### src/ttcpq_pkg.sv
package ttcpq_pkg;

  // Width of the frame capacity register and its reset value
  localparam int unsigned CAP_W = 7;
  localparam logic [CAP_W-1:0] CAP_RESET = 7'd64;

  // Share phase: data gets the turn at phase zero, one turn in ten
  localparam int unsigned PHASE_W = 4;
  localparam logic [PHASE_W-1:0] PHASE_DATA = 4'd0;
  localparam logic [PHASE_W-1:0] PHASE_LAST = 4'd9;

  // Function codes of an input beat
  localparam logic FUNC_ENQ = 1'b0;
  localparam logic FUNC_DEQ = 1'b1;

  // Source queue codes
  localparam logic [1:0] CLASS_CONTROL = 2'd0;
  localparam logic [1:0] CLASS_HEADER  = 2'd1;
  localparam logic [1:0] CLASS_DATA    = 2'd2;

  // Stored packet descriptor
  typedef struct packed {
    logic        pull;
    logic        header;
    logic [13:0] length;
    logic [15:0] id;
  } desc_t;

  typedef struct packed {
    logic        func;
    logic [15:0] packet_id;
    logic [13:0] packet_length;
    logic        ack_mark;
    logic        syn_mark;
    logic        nack_mark;
    logic        header_mark;
    logic        pull_mark;
  } in_item_t;

  typedef struct packed {
    logic        deq_valid;
    logic [15:0] deq_packet_id;
    logic [13:0] deq_length;
    logic        deq_is_header;
    logic        deq_is_pull;
    logic [1:0]  deq_class;
    logic        enq_trimmed;
    logic        enq_dropped;
    logic [31:0] trimmed_total;
    logic        all_empty;
  } out_item_t;

endpackage

### src/ttcpq_ram.sv
module ttcpq_ram #(
  parameter int unsigned Depth = 64
) (
  input  logic                       clk_i,
  input  logic                       we_i,
  input  logic [$clog2(Depth)-1:0]   waddr_i,
  input  ttcpq_pkg::desc_t           wdata_i,
  input  logic                       re_i,
  input  logic [$clog2(Depth)-1:0]   raddr_i,
  output ttcpq_pkg::desc_t           rdata_o
);

  ttcpq_pkg::desc_t mem [Depth];
  ttcpq_pkg::desc_t rdata_q;

  // Write port
  always_ff @(posedge clk_i) begin
    if (we_i) begin
      mem[waddr_i] <= wdata_i;
    end
  end

  // Registered read port
  always_ff @(posedge clk_i) begin
    if (re_i) begin
      rdata_q <= mem[raddr_i];
    end
  end

  assign rdata_o = rdata_q;

endmodule

### config.mk
export PLATFORM = sky130hd
export DESIGN_NAME = ttcpq_ram
export DESIGN_NICKNAME = d
export VERILOG_FILES = /design/src/ttcpq_pkg.sv /design/src/ttcpq_ram.sv
export SDC_FILE = /design/constraint.sdc
export NUM_CORES = 2
export LEC_CHECK = 0
export ABC_AREA = 1
export BUFFER_PORTS_ARGS = -buffer_cell sky130_fd_sc_hd__buf_2
export CAP_MARGIN = 20
export CORE_MARGIN = 2
export CORE_UTILIZATION = 30
export CTS_CLUSTER_SIZE = 12
export DETAILED_ROUTE_END_ITERATION = 16
export GPL_TIMING_DRIVEN = 0
export REMOVE_ABC_BUFFERS = 1
export SYNTH_ARGS = -nofsm -noshare
export SYNTH_HDL_FRONTEND = slang
export SYNTH_SLANG_ARGS = --single-unit
### constraint.sdc
create_clock -name clk_i -period 5.4 [get_ports clk_i]
set_clock_uncertainty 0.15 [all_clocks]
set_input_delay 0.54 -clock clk_i [delete_from_list [all_inputs] [get_ports clk_i]]
set_output_delay 0.54 -clock clk_i [all_outputs]
set_load 0.02 [all_outputs]
* Word level (Yosys, flattened, before mapping) *
Memory sizes are Yosys's and may differ from the RTL's. A register that Yosys moved wholly into a read port is not among the register bits.
Index checks and enable logic that the tools add are counted.

word-level totals
  register bits = 0
  bits in latches = 0
  RAM bits = 2048
  bits in read-only memories = 0
  input port bits = 47
  output and inout bits = 32
  logic and storage cells = 3
  memories = 1

memories
  memory  depth  width  rd ports  clocked after Yosys merged registers in  wr ports  line             source
  mem     64     32     1         1                                        1         ttcpq_ram.sv:13  ttcpq_pkg::desc_t mem [Depth];

cells by class
  add/sub/neg operators = 0
  $mul = 0
  divide/modulo/power cells = 0
  order comparisons = 0
  eq/ne operators = 0
  shifts and indexed selects = 0
  multiplexer cells = 2
  bitwise operators = 0
  reduce and logical (&&, ||, !) cells = 0

operators with widths
  kind     number
  $mux W1  2

* Depth between registers and ports, before layout *
  depth in word-level cells = 2
  depth in mapped cells = 13

* Worst setup path before layout *
Ideal clock, no wire load.

  path kind = input to register
  start = input port we_i
  end = memory mem[48][0] (netlist bit), enable pin
  arrival time = 4168 ps
  data required time = 4748 ps
  slack = 580 ps
  stages = 3
  path buffers = 1
  path through = clkbuf_1 -> nand4_1 -> nor4_1

between the ends
  longest elaborated chain between the ends = 2

RTL lines
  what                           line             source
  start, declared                ttcpq_ram.sv:5   input logic we_i,
  $mux W1                        ttcpq_ram.sv:18  if (we_i) begin
  $mux W1 (implied by the code)  ttcpq_ram.sv:19  mem[waddr_i] <= wdata_i;
  end, declared                  ttcpq_ram.sv:13

No other way between the ends.

==> metrics.md <==
| Metric | Value |
|---|---|
| Status | finished clean |
| Most frequent cells in the layout | 2248 x nand2_1, 2080 x edfxtp_1, 1907 x nand3_1 |
| Clock Path Buffers | 3 |
| DR WL met3 | 16800 um |
| 1st-iter DRT viols | 6195 |
| Core footprint | 276000 um2 |
| First-pass DRT Iterations | 8 |
| Number of synthesized flops with an enable pin | 2080 |
| GPL Wtd Cong | 0.770 |
| Register area | 62500 um2 |
| FFs w/ async S/R, synth | 0% |
| Area of the multi-input gates | 18800 um2 |
| CTS Buf Count | 196 |
| Initial antenna violation count | 21 |
| Normalized max-slew margin | 21.4% |
| Drt drc | 0 |
| First-pass GRT wire length | 339000 um |
| Pwr Density | 339 nW/um2 |
| Largest net degree at the start of global routing | 225 |
| Clock transition at path regs | 0.06 ns |
| Die area | 281000 um2 |
| WL met2 | 113000 um |
| Maximum fanout along the worst path | 224 |
| CP Cell Sequence | buf_8 > buf_16 > buf_16 > inv_16 > buf_16 > buf_16 > nand2_1 > nand3_1 > nand3_1 > nand3_1 > nand3_1 > nand2_1 > nand2_1 > nand2_1 |
| Die Width | 530 um |
| Vias in the first global route | 50100 |
| Fmax | 0.226 GHz |
| Synth area leader | edfxtp_1 |
| Metal-1 WL | 92200 um |
| Hold Crit Class | input pin to flip-flop |
| CP Launch Type | input pin |
| Filler cell count | 26400 |
| Clk root buf | clkbuf_16 |
| #FFs+latches synth | 2080 |
| Final Hold Slack | 0.0672 ns |
| Crit path capture type | flip-flop |
| GRT Overall Usage | 16.1% |
| Leak | 32.4 nW |
| R2R Setup Slk | 3.32 ns |
| YS warnings | 0 |
| Final Power | 0.0322 W |
| Max IR drop VDD | 360 uV |
| Buf/Inv on CP | 6 |
| Synth Area per Inst | 12.3 um2 |
| Synth Flop Type | edfxtp_1 |
| Final antenna-violating net count | 0 |
| Final wirelength | 232000 um |
| RSZ-0062 raised after global routing | false |
| I/O pins | 79 |
| Chip Height | 530 um |
| Fraction of layout cells with a size suffix above 1 | 7.84% |
| Initial Util | 30.1% |
| Max Cap Violations | 0 |
| Top cells by area, synth | edfxtp_1 75%, nand3_1 11%, nand2_1 10%, buf_2 1.7%, buf_4 0.41% |
| Worst-skew pair later-pin latency | 0.85 ns |
| Shortest period the worst path allows | 4.43 ns |
| Register area share after synthesis | 75.2% |
| GRT overflow | 0 |
| Yosys cell types | 15 |
| TritonCTS clock tree | yes |
| Mapped cell area | 83100 um2 |
| # rows | 193 |
| DP HPWL | 126000 um |
| Final Hold Fails | 0 |
| CP arrival | 4.79 ns |
| Crit Path Class | input pin to flip-flop |
| CP max-delay cell | buf_8 |
| IO buf count | 78 |
| Layout area overhead | 14.6% |
| CTS Sinks | 2080 |
| WL per Instance | 22.0 um |
| Final Setup Violations | 0 |
| Worst-margin pin slew | 1.18 ns |
| Vias/cell | 5.04 |
| Max layer used | met4 |
| Gate Count Post-Synth | 6769 |
| Critical path's largest stage delay | 0.48 ns |
| Commonest non-fill, non-tap cell in the layout | nand2_1 |
| DR vias | 53300 |
| NumNets Final | 6841 |
| Post-synth top area share | 75.2% |
| Worst Path Required | 5.76 ns |
| Largest delay share family, worst path | buffers and inverters |
| Tcrit/Tclk final | 82.0% |
| H-tree level count | 4 |
| Slew Limit Fails | 0 |
kinds of logic (layout without fill, tap and decap cells):
kind of cell | Yosys count | in the layout | synth area share (%)
simple gates | 4228 | 4228 | 22.0
flops | 2080 | 2080 | 75.2
buf+inv | 461 | 542 | 2.77
other cells | 0 | 23 | 0
area by class of cell:
| type | count | share of cell area [%] |
|---|---|---|
| flip-flops and latches | 2080 | 65.6 |
| multi-input cells | 4228 | 19.7 |
| clock buffers | 229 | 5.40 |
| well taps | 3705 | 4.87 |
| repair buffers | 276 | 4.01 |
| clock inverters | 25 | 0.196 |
| inverters | 12 | 0.0907 |
| diodes | 23 | 0.0605 |
metrics by stage:
step	utilization [%]	instance area (um2)	worst slack [ns]	std cells	setup TNS, ns
after floorplan	-	80800	-0.899	6320	-27.89
after global placement	31.1	85800	-54.26	10100	-3038.55
after detailed placement	32.2	89000	0.245	10300	0
after CTS	34.2	94300	1.13	10500	0
after global routing	34.5	95100	0.823	10600	0
final	34.5	95200	0.973	10600	0
power by group:
part	switching (W)	total [W]	internal [W]
clock network	0.00561	0.0122	0.00662
logic	0.00152	0.00206	0.000542
registers	0.0000292	0.0179	0.0179
total	0.00716	0.0322	0.0251
sequential cells by signal, summed over array words and instances (netlist names):
name / count
mem: 2048
rdata_o: 32
cell usage after synthesis (3+ instances only):
cell      count
nand2_1    2248
clkbuf_1     77
nor4_1        8
inv_1         9
nor2_1       56
buf_1        40
nand4_1       9
buf_4        45
edfxtp_1   2080
nand3_1    1907
buf_6         3
buf_2       282
final timing paths:
check | cells past startpoint | start | end
worst max-delay path | 14 | raddr_i[0] | rdata_o[11]$_DFFE_PP_
worst min-delay path | 1 | wdata_i[17] | mem[39][17]$_DFFE_PP_
worst min register to register | 8 | mem[60][5]$_DFFE_PP_ | rdata_o[5]$_DFFE_PP_
worst max register to register | 8 | mem[25][19]$_DFFE_PP_ | rdata_o[19]$_DFFE_PP_
timing repair:
action / 4_1_cts / 5_1_grt
hold buffers: 0 / 22
hold endpoints to repair: 0 / 197
resized for setup: 0 / 0
buffers inserted: 0 / 0
layer usage:
layer / vias to the layer above / global-route usage [%]
li1: 24100 / -
met1: 26500 / 20.9
met2: 2292 / 26.6
met3: 419 / 2.06
met4: 0 / 7.80
met5: - / 0
No activity file was read; power rests on OpenSTA's default activity.
