### config.mk
export PLATFORM = sky130hd
export DESIGN_NAME = ttcpq_ptr
export DESIGN_NICKNAME = d
export VERILOG_FILES = /design/src/ttcpq_ptr.sv
export SDC_FILE = /design/constraint.sdc
export NUM_CORES = 1
export LEC_CHECK = 0
export ABC_AREA = 1
export BUFFER_PORTS_ARGS = -buffer_cell sky130_fd_sc_hd__buf_2
export CAP_MARGIN = 20
export CORE_MARGIN = 1
export CORE_UTILIZATION = 35
export DETAILED_ROUTE_END_ITERATION = 16
export PLACE_DENSITY_LB_ADDON = 0.15
export SLEW_MARGIN = 15
export SYNTH_ARGS = -nofsm -noshare
export SYNTH_HDL_FRONTEND = slang
export SYNTH_SLANG_ARGS = --single-unit
export TNS_END_PERCENT = 50
### constraint.sdc
create_clock -name clk_i -period 2.05 [get_ports clk_i]
set_clock_uncertainty 0.1 [all_clocks]
set_input_delay 0.41 -clock clk_i [delete_from_list [all_inputs] [get_ports clk_i]]
set_output_delay 0.41 -clock clk_i [all_outputs]
set_load 0.005 [all_outputs]
### src/ttcpq_ptr.sv
module ttcpq_ptr #(
  parameter int unsigned Depth = 64
) (
  input  logic                         clk_i,
  input  logic                         rst_ni,
  input  logic                         push_i,
  input  logic                         pop_i,
  output logic [$clog2(Depth)-1:0]     head_o,
  output logic [$clog2(Depth)-1:0]     tail_o,
  output logic [$clog2(Depth+1)-1:0]   fill_o,
  output logic                         full_o
);

  localparam int unsigned PtrW  = $clog2(Depth);
  localparam int unsigned FillW = $clog2(Depth + 1);
  localparam logic [PtrW-1:0]  PtrLast  = PtrW'(Depth - 1);
  localparam logic [FillW-1:0] FillFull = FillW'(Depth);

  logic [PtrW-1:0]  head_q, head_d;
  logic [PtrW-1:0]  tail_q, tail_d;
  logic [FillW-1:0] fill_q, fill_d;

  // Advance pointers with wrap at the depth; push and pop never come together
  always_comb begin
    head_d = head_q;
    tail_d = tail_q;
    fill_d = fill_q;
    if (push_i) begin
      tail_d = (tail_q == PtrLast) ? '0 : tail_q + 1'b1;
      fill_d = fill_q + 1'b1;
    end else if (pop_i) begin
      head_d = (head_q == PtrLast) ? '0 : head_q + 1'b1;
      fill_d = fill_q - 1'b1;
    end
  end

  always_ff @(posedge clk_i or negedge rst_ni) begin
    if (!rst_ni) begin
      head_q <= '0;
      tail_q <= '0;
      fill_q <= '0;
    end else begin
      head_q <= head_d;
      tail_q <= tail_d;
      fill_q <= fill_d;
    end
  end

  assign head_o  = head_q;
  assign tail_o  = tail_q;
  assign fill_o  = fill_q;
  assign full_o  = (fill_q == FillFull);

endmodule

[Word level (Yosys, flattened, before mapping)]
Cells that the tools add are included.
Word-level totals
  register bits: 19
  bits of input ports: 4
  output and inout port bits: 20
  word-level logic and storage cells: 17
Cells by class
  add/subtract/negate cells: 4
  equal/unequal tests: 3
  muxes and demuxes: 4
  bitwise gates (word level): 1
  reduce and logical (&&, ||, !) cells: 2
Operators by type and width (count)
  7-bit 2-to-1 mux: 2
  6-bit by 1-bit adder with 6-bit output, second input constant: 2
  6-bit == test, second input constant: 2
  6-bit 2-to-1 mux: 2
  7-bit by 1-bit adder with 7-bit output, second input constant: 1
  7-bit == test, second input constant: 1
  7-bit by 1-bit subtractor with 7-bit output, second input constant: 1
  2-bit AND reduction: 1
  2-bit nonzero test: 1
  1-bit NOT: 1

[Longest topological paths before layout]
Gate-level depths: netlist (run 1).
  depth after elaboration: 3
  depth in mapped cells: 11
  gate-level depth less buffers: 10

[Worst setup path after synthesis (run 1)]
OpenSTA, ideal clock, no wires.
  path type: input port to flip-flop
  from: input port push_i
  to: register fill_q[5], in the netlist fill_o[5]
  library setup time: 118 ps
  data arrival time: 1505 ps
  data required time: 1832 ps
  slack: 327 ps
  cell stages on the path: 8
  buffers on the path: 1
  cells stage by stage: buf_6 > inv_2 > ha_1 > or2_2 > nand3b_1 > nand3_1 > nand3_1 > nand2_1
On the way
  word-level cells in the longest chain between the ends: 1
  elaborated cells on any way between the ends: 2
  classes of those cells: 1 x mux; 1 x reduce/logical
RTL lines
  from (decl): line 6  | input logic push_i,
  7-bit 2-to-1 mux / 2-bit nonzero test (equally long branches)
  to (signal assigned): line 45  | fill_q <= fill_d;
  to (decl): line 21  | logic [FillW-1:0] fill_q, fill_d;
Several ways; a longest one is shown, not always the timed one.
A chain may end at the register's enable or synchronous reset.

[Worst setup path after layout (run 1)]
  from: register fill_q[0], in the netlist fill_o[0]
  to: output port full_o
On the way
  word-level cells in the longest chain between the ends: 1
RTL lines
  7-bit == test: line 52  | assign full_o = (fill_q == FillFull);
  to (decl): line 11  | output logic full_o
Every way passes these cells.

==> impl_metrics.env, run 1 <==
export IMPL_grt_setup_unrepaired="no"
export IMPL_grt_pass1_vias=890
export IMPL_crit_slowest_cell="dfrtp_1"
export IMPL_dr_pass1_iters=4
export IMPL_layout_drive_gt1_share_pct=19.6
export IMPL_sw_frac_of_total_pct=43.7
export IMPL_overflow=0
export IMPL_worstPathMaxFanout=3
export IMPL_irDropWorstVdd_mv=0.480
export IMPL_drt_total_wl_um=2410
export IMPL_cts_sinks=19
export IMPL_seqCellArea_um2=475
export IMPL_numCtsBuffers=3
export IMPL_core_mm2=0.00313
export IMPL_power_switching_mw=0.840
export IMPL_mostFrequentLayoutCells="nand2_1, inv_1, buf_2"
export IMPL_synthArstFlopShare_pct=100
export IMPL_syn_inst=150
export IMPL_slew_headroom_pct=71.0
export IMPL_slew_violations=0
export IMPL_path_class="reg -> out"
export IMPL_p_int_mw=1.08
export IMPL_fin_setup_tns_ps=0
export IMPL_final_setup_viol_count=0
export IMPL_netlist_area_leader_share_pct=40.3
export IMPL_finalCritPeriodShare_pct=93.6
export IMPL_ys_warn_count=0
export IMPL_synthToLayoutAreaGrowth_pct=17.8
export IMPL_pwr_share_clk_pct=9.9
export IMPL_io_pin_count=24
export IMPL_synth_edff_count=0
export IMPL_pwr_share_comb_pct=50.2
export IMPL_route_detailed_drc=0
export IMPL_grt_usage_pct=15.5
export IMPL_vias_per_cell=4.59
export IMPL_p_seq_share_pct=40.0
export IMPL_r2r_slack_ps=420
export IMPL_cp_start_kind="flop"
export IMPL_clock_path_buffers=2
export IMPL_die_area_mm2=0.00361
export IMPL_hold_viol=0
export IMPL_fp_dieW_um=60.1
export IMPL_critPathMaxStageDelay_ps=410
export IMPL_worstSkewPairLatency_ps=290
export IMPL_synth_area_leaders="dfrtp_1, nand2_1, ha_1, inv_1, nand3_1"
export IMPL_final_common_cell="nand2_1"
export IMPL_drt_initial_drc_count=26
export IMPL_syn_area_mm2=0.00118
export IMPL_hold_class="in -> reg"
export IMPL_cp_num_buf_inv=2
export IMPL_multi_input_area_um2=603
export IMPL_port_buffers=23
export IMPL_powerDensity_mw_per_mm2=1380
export IMPL_avgRoutedWirePerCell_um=10.8
export IMPL_period_minus_slack_ps=1920
export IMPL_p_leak_nw=0.739
export IMPL_gp_congestion=0.855
export IMPL_yosysUniqueCellTypes=23
export IMPL_tritoncts="built"
export IMPL_num_antenna_cells=0
export IMPL_ys_flop_type="dfrtp_1"
export IMPL_cp_top_family="flip-flops"
export IMPL_seq_area_frac_synth_pct=40.3
export IMPL_synth_area_leader_cell="dfrtp_1"
export IMPL_start_util_pct=37.7
export IMPL_avgSynthCellArea_um2=7.87
export IMPL_fp_row_count=20
export IMPL_cts_setup_buffers=0
export IMPL_grt_pass1_wl_um=4050
export IMPL_worst_pin_slew_ps=435
export IMPL_die_y_um=60.1
export IMPL_worstPathArrival_ps=1410
export IMPL_clockRootBuffer="clkbuf_4"
export IMPL_fill_cells=331
export IMPL_ctsResizeCount=0
export IMPL_crit_path_end_kind="output pin"
export IMPL_antenna_found_initial=0
export IMPL_path_clk_slew_ps=100
export IMPL_synth_seq_cells=19
export IMPL_ant_nets=0
export IMPL_required_ps=1540
export IMPL_via_count=1024
export IMPL_outcome="completed"
export IMPL_hpwlAfterDp_um=1910
export IMPL_max_freq_mhz=521
export IMPL_htreeDepth=1
export IMPL_crit_path_cell_trace="inv_1 > nand4_1 > nor4_1 > buf_2"
export IMPL_final_nets=192
export IMPL_cap_violations=0
export IMPL_grt_max_degree=20
export IMPL_holdWs_ps=368
export IMPL_syn_num_nets=162
==> power by group through the flow <==
| stage | Combinational (mW) | Clock [mW] | Sequential (mW) |
|---|---|---|---|
| finish | 0.963 | 0.190 | 0.767 |
| global route | 1.14 | 0.221 | 0.804 |
| CTS | 0.979 | 0.205 | 0.769 |
| detailed placement | 0.974 | 0 | 0.776 |
| global placement | 0.965 | 0 | 0.769 |
| floorplan | 0.643 | 0 | 0.764 |
==> kinds of logic after synthesis <==
group,after synthesis,synth area share [%]
fa+ha+maj,8,9.12
compound gates,10,4.24
flops,19,40.3
simple gates,80,31.8
xor+xnor,8,5.94
buf+inv,25,8.59
==> final cells by class <==
type	count	area share [%]
sequential	19	34.2
inverter	24	6.48
clock buffer	4	1.89
tap	44	3.96
timing repair buffer	26	10.1
multi-input combinational	106	43.4
==> worst reg2reg max path: stages (launching register included) <==
cell and delay [ps]:
dfrtp_1 380, inv_1 100, fa_1 410, inv_1 80, nand2_1 70, nand2_1 100, nand3_1 80, nand3_1 70
nand2_1 50, nand2_1 50, nand2_1 40
==> state kept, by name, summed over array words and instances, names as in the netlist <==
signal / flops
head_o: 6
tail_o: 6
fill_o: 7
==> timing repair <==
action,4_1_cts,5_1_grt
hold buffers,1,0
setup endpoints to repair,0,0
hold endpoints to repair,19,0
==> routing by layer <==
metal	up-vias	GRT usage, %	wire, µm
li1	532	-	-
met4	0	7.97	49
met5	-	0	0
met3	5	1.95	53
met2	16	23.3	1080
met1	471	21.7	1220
==> cells in the mapped netlist, types with 2 or more instances <==
master / n
ha_1: 7
o21ai_0: 3
nand3_2: 2
nand4_1: 2
nand3b_1: 4
nor2_1: 10
a21oi_1: 6
dfrtp_1: 19
inv_1: 23
nand2_1: 42
xnor2_1: 4
xor2_1: 4
nor3_1: 2
nand3_1: 13
==> per-stage QoR <==
step                      instances  util [%]  worst slack, ps  instance area, µm²  power [mW]
final                           223      44.4              130                1390        1.92
after global routing            223      44.4             70.5                1390        2.16
after CTS                       223      44.4              132                1390        1.95
after detailed placement        218      43.3              243                1350        1.75
after global placement          218      43.3              280                1350        1.73
after floorplan                 150         -              327                1180        1.41
==> worst paths after layout <==
kind | start | cells after the start | to
max | fill_o[0] | 4 | full_o
max reg2reg | fill_o[0] | 10 | fill_o[6]
min | pop_i | 4 | head_o[1]
min reg2reg | head_o[5] | 1 | head_o[3]
max in group asynchronous | rst_ni | 2 | tail_o[4]
min in group asynchronous | rst_ni | 2 | head_o[4]
Note: power is estimated with default switching activity, not from simulation.
==> run 2, diff against run 1 <==
Settings changed: ABC_AREA 1 to 0, CAP_MARGIN 20 to 40.
==> run 2 against run 1 <==
Against the previous run: the flow now finishes with violations (setup timing); design area fell by 2.4%; count of clock-buffer cells in the layout fell by 1; total power rose by 2.4%; via count fell by 12%; hold slack got worse by 44 ps; routed wire length fell by 5.1%; synthesized cell count fell by 30%; clock power rose by 7%; combinational power rose by 0.5%; critical path depth fell by 1.
==> impl_metrics.env, run 2 <==
export IMPL_outcome="finished with violations"
export IMPL_violations="setup timing"
export IMPL_drt_initial_drc_count=23
export IMPL_worstPathArrival_ps=1570
export IMPL_period_minus_slack_ps=2080
export IMPL_netlist_area_leader_share_pct=43.2
export IMPL_final_nets=150
export IMPL_syn_num_nets=117
export IMPL_fin_setup_tns_ps=-28.3
export IMPL_seq_area_frac_synth_pct=43.2
export IMPL_syn_inst=105
export IMPL_clock_path_buffers=2
export IMPL_synth_area_leaders="dfrtp_1, ha_1, xnor2_1, nand2_1, mux2_2"
export IMPL_antenna_found_initial=0
export IMPL_critPathMaxStageDelay_ps=550
export IMPL_use_met2_pct=24.5
export IMPL_num_antenna_cells=0
export IMPL_final_setup_viol_count=1
export IMPL_hold_class="in -> reg"
export IMPL_gr_usage_met1_pct=19.1
export IMPL_powerDensity_mw_per_mm2=1450
export IMPL_largest_reg_flops=7
export IMPL_grt_use_met3_pct=3.35
export IMPL_crit_slowest_cell="or4_4"
export IMPL_synthArstFlopShare_pct=100
export IMPL_grt_pass1_wl_um=3890
export IMPL_final_common_cell="buf_2"
export IMPL_ys_flop_type="dfrtp_1"
export IMPL_avgRoutedWirePerCell_um=12.7
export IMPL_layout_drive_gt1_share_pct=30.7
export IMPL_worst_pin_slew_ps=429
export IMPL_avgSynthCellArea_um2=10.5
export IMPL_io_pin_count=24
export IMPL_synth_seq_cells=19
export IMPL_via_count=905
export IMPL_yosysUniqueCellTypes=36
export IMPL_fp_dieW_um=58.1
export IMPL_start_util_pct=38.3
export IMPL_grt_pass1_vias=871
export IMPL_cp_start_kind="flop"
export IMPL_synth_most_common_cell="dfrtp_1"
export IMPL_fill_cells=282
export IMPL_cts_sinks=19
export IMPL_hold_viol=0
export IMPL_grt_usage_pct=15.4
export IMPL_max_freq_mhz=481
export IMPL_synth_edff_count=0
export IMPL_dr_pass1_iters=4
export IMPL_final_cells=179
export IMPL_synthToLayoutAreaGrowth_pct=23.2
export IMPL_path_clk_slew_ps=120
export IMPL_r2r_start="fill_o[0]"
export IMPL_finalCritPeriodShare_pct=101
export IMPL_overflow=0
export IMPL_min_delay_path_depth=3
export IMPL_mostFrequentLayoutCells="buf_2, dfrtp_1, nand2_1"
export IMPL_p_leak_nw=0.615
export IMPL_syn_area_mm2=0.00110
export IMPL_irDropWorstVdd_mv=0.492
export IMPL_cap_violations=0
export IMPL_min_to="fill_o[6]"
export IMPL_gp_congestion=0.811
export IMPL_worstHoldStart="pop_i"
export IMPL_fp_row_count=19
export IMPL_worstSkewPairLatency_ps=310
export IMPL_die_area_mm2=0.00337
export IMPL_hpwlAfterDp_um=1640
export IMPL_route_detailed_drc=0
export IMPL_core_mm2=0.00288
export IMPL_worstPathMaxFanout=2
export IMPL_drt_total_wl_um=2280
export IMPL_tritoncts="built"
export IMPL_vias_per_cell=5.06
export IMPL_synthTopCellsByCount="dfrtp_1, nand2_1, ha_1, xnor2_1, inv_1"
export IMPL_required_ps=1540
export IMPL_r2r_slack_ps=160
export IMPL_grt_max_degree=20
export IMPL_htreeDepth=1
export IMPL_worst_slack_ps=-28.3
export IMPL_ant_nets=0
export IMPL_place_inst=172
export IMPL_ys_warn_count=0
export IMPL_reg2reg_to="fill_o[4]"
export IMPL_r2r_cells=6
export IMPL_crit_path_cell_trace="or4_4 > nor4_4 > buf_2"
export IMPL_slew_violations=0
export IMPL_port_buffers=23
export IMPL_path_class="reg -> out"
export IMPL_slew_headroom_pct=71.4
export IMPL_clockRootBuffer="clkbuf_4"
export IMPL_numCtsBuffers=3
export IMPL_setup_worst_path_start="fill_o[3]"
export IMPL_grt_busiest_layer="met2"
export IMPL_crit_path_end_kind="output pin"
export IMPL_synth_area_leader_cell="dfrtp_1"
export IMPL_grt_setup_unrepaired="yes"
export IMPL_die_y_um=58.1
-- run 2: through the flow --
step	total power, mW	cell area, µm²	hold WS [ps]	worst slack (ps)	utilization (%)
floorplan	1.37	1100	14.4	191	-
global placement	1.69	1280	282	131	44.6
detailed placement	1.71	1280	282	70.6	44.6
CTS	1.99	1360	308	-47.1	47.2
global route	2.16	1360	328	-127	47.2
finish	1.97	1360	325	-28.3	47.2
-- run 2: worst max-delay path by stage --
stage | to | slack (ps)
2_1_floorplan | fill_o[6] | 190
3_3_place_gp | fill_o[6] | 130
3_5_place_dp | fill_o[6] | 70
4_1_cts | full_o | -50
5_1_grt | full_o | -130
6_report | full_o | -30
-- run 2: layout make-up --
type,instances,area [µm²],area share (%)
Clock buffer,3,22.5,1.66
Clock inverter,1,7.51,0.554
Inverter,6,22.5,1.66
Multi-Input combinational cell,78,606,44.6
Sequential cell,19,475,35.1
Tap cell,42,52.6,3.87
Timing Repair Buffer,30,170,12.5
-- run 2: repair_timing --
action                                  4_1_cts  5_1_grt
endpoints found under the hold margin        19        0
gates cloned                                  0        0
hold buffers                                  1        0
setup buffers                                 2        0
gates resized for setup                       3        0
endpoints found under the setup margin        1        1
-- run 2: kinds of logic (layout without fill, tap and decap cells) --
| kind of cell | after synthesis | after routing | share of synthesized area, % |
|---|---|---|---|
| fa+ha+maj | 8 | 8 | 9.77 |
| buf+inv | 8 | 40 | 3.52 |
| xor+xnor | 10 | 10 | 7.96 |
| flops | 19 | 19 | 43.2 |
| simple gates | 35 | 35 | 18.4 |
| compound gates | 22 | 22 | 14.1 |
| mux | 3 | 3 | 3.07 |
-- run 2: layer usage --
layer	part of all wire [%]	routed length [µm]
met3	2.9	67
met2	49	1110
met4	2.1	49
met1	46	1060
met5	0	0
-- run 2: worst max-delay path: cells and delay by family (launching register included) --
family                 cells  cell delay [ps]
buffers and inverters      1              150
DFF                        1              410
and+or+nand+nor            2              700
-- run 2: power breakdown --
group / switching (mW) / internal [mW] / total, mW
Clock: 0.128 / 0.0745 / 0.203
Sequential: 0.233 / 0.563 / 0.796
Combinational: 0.457 / 0.511 / 0.968
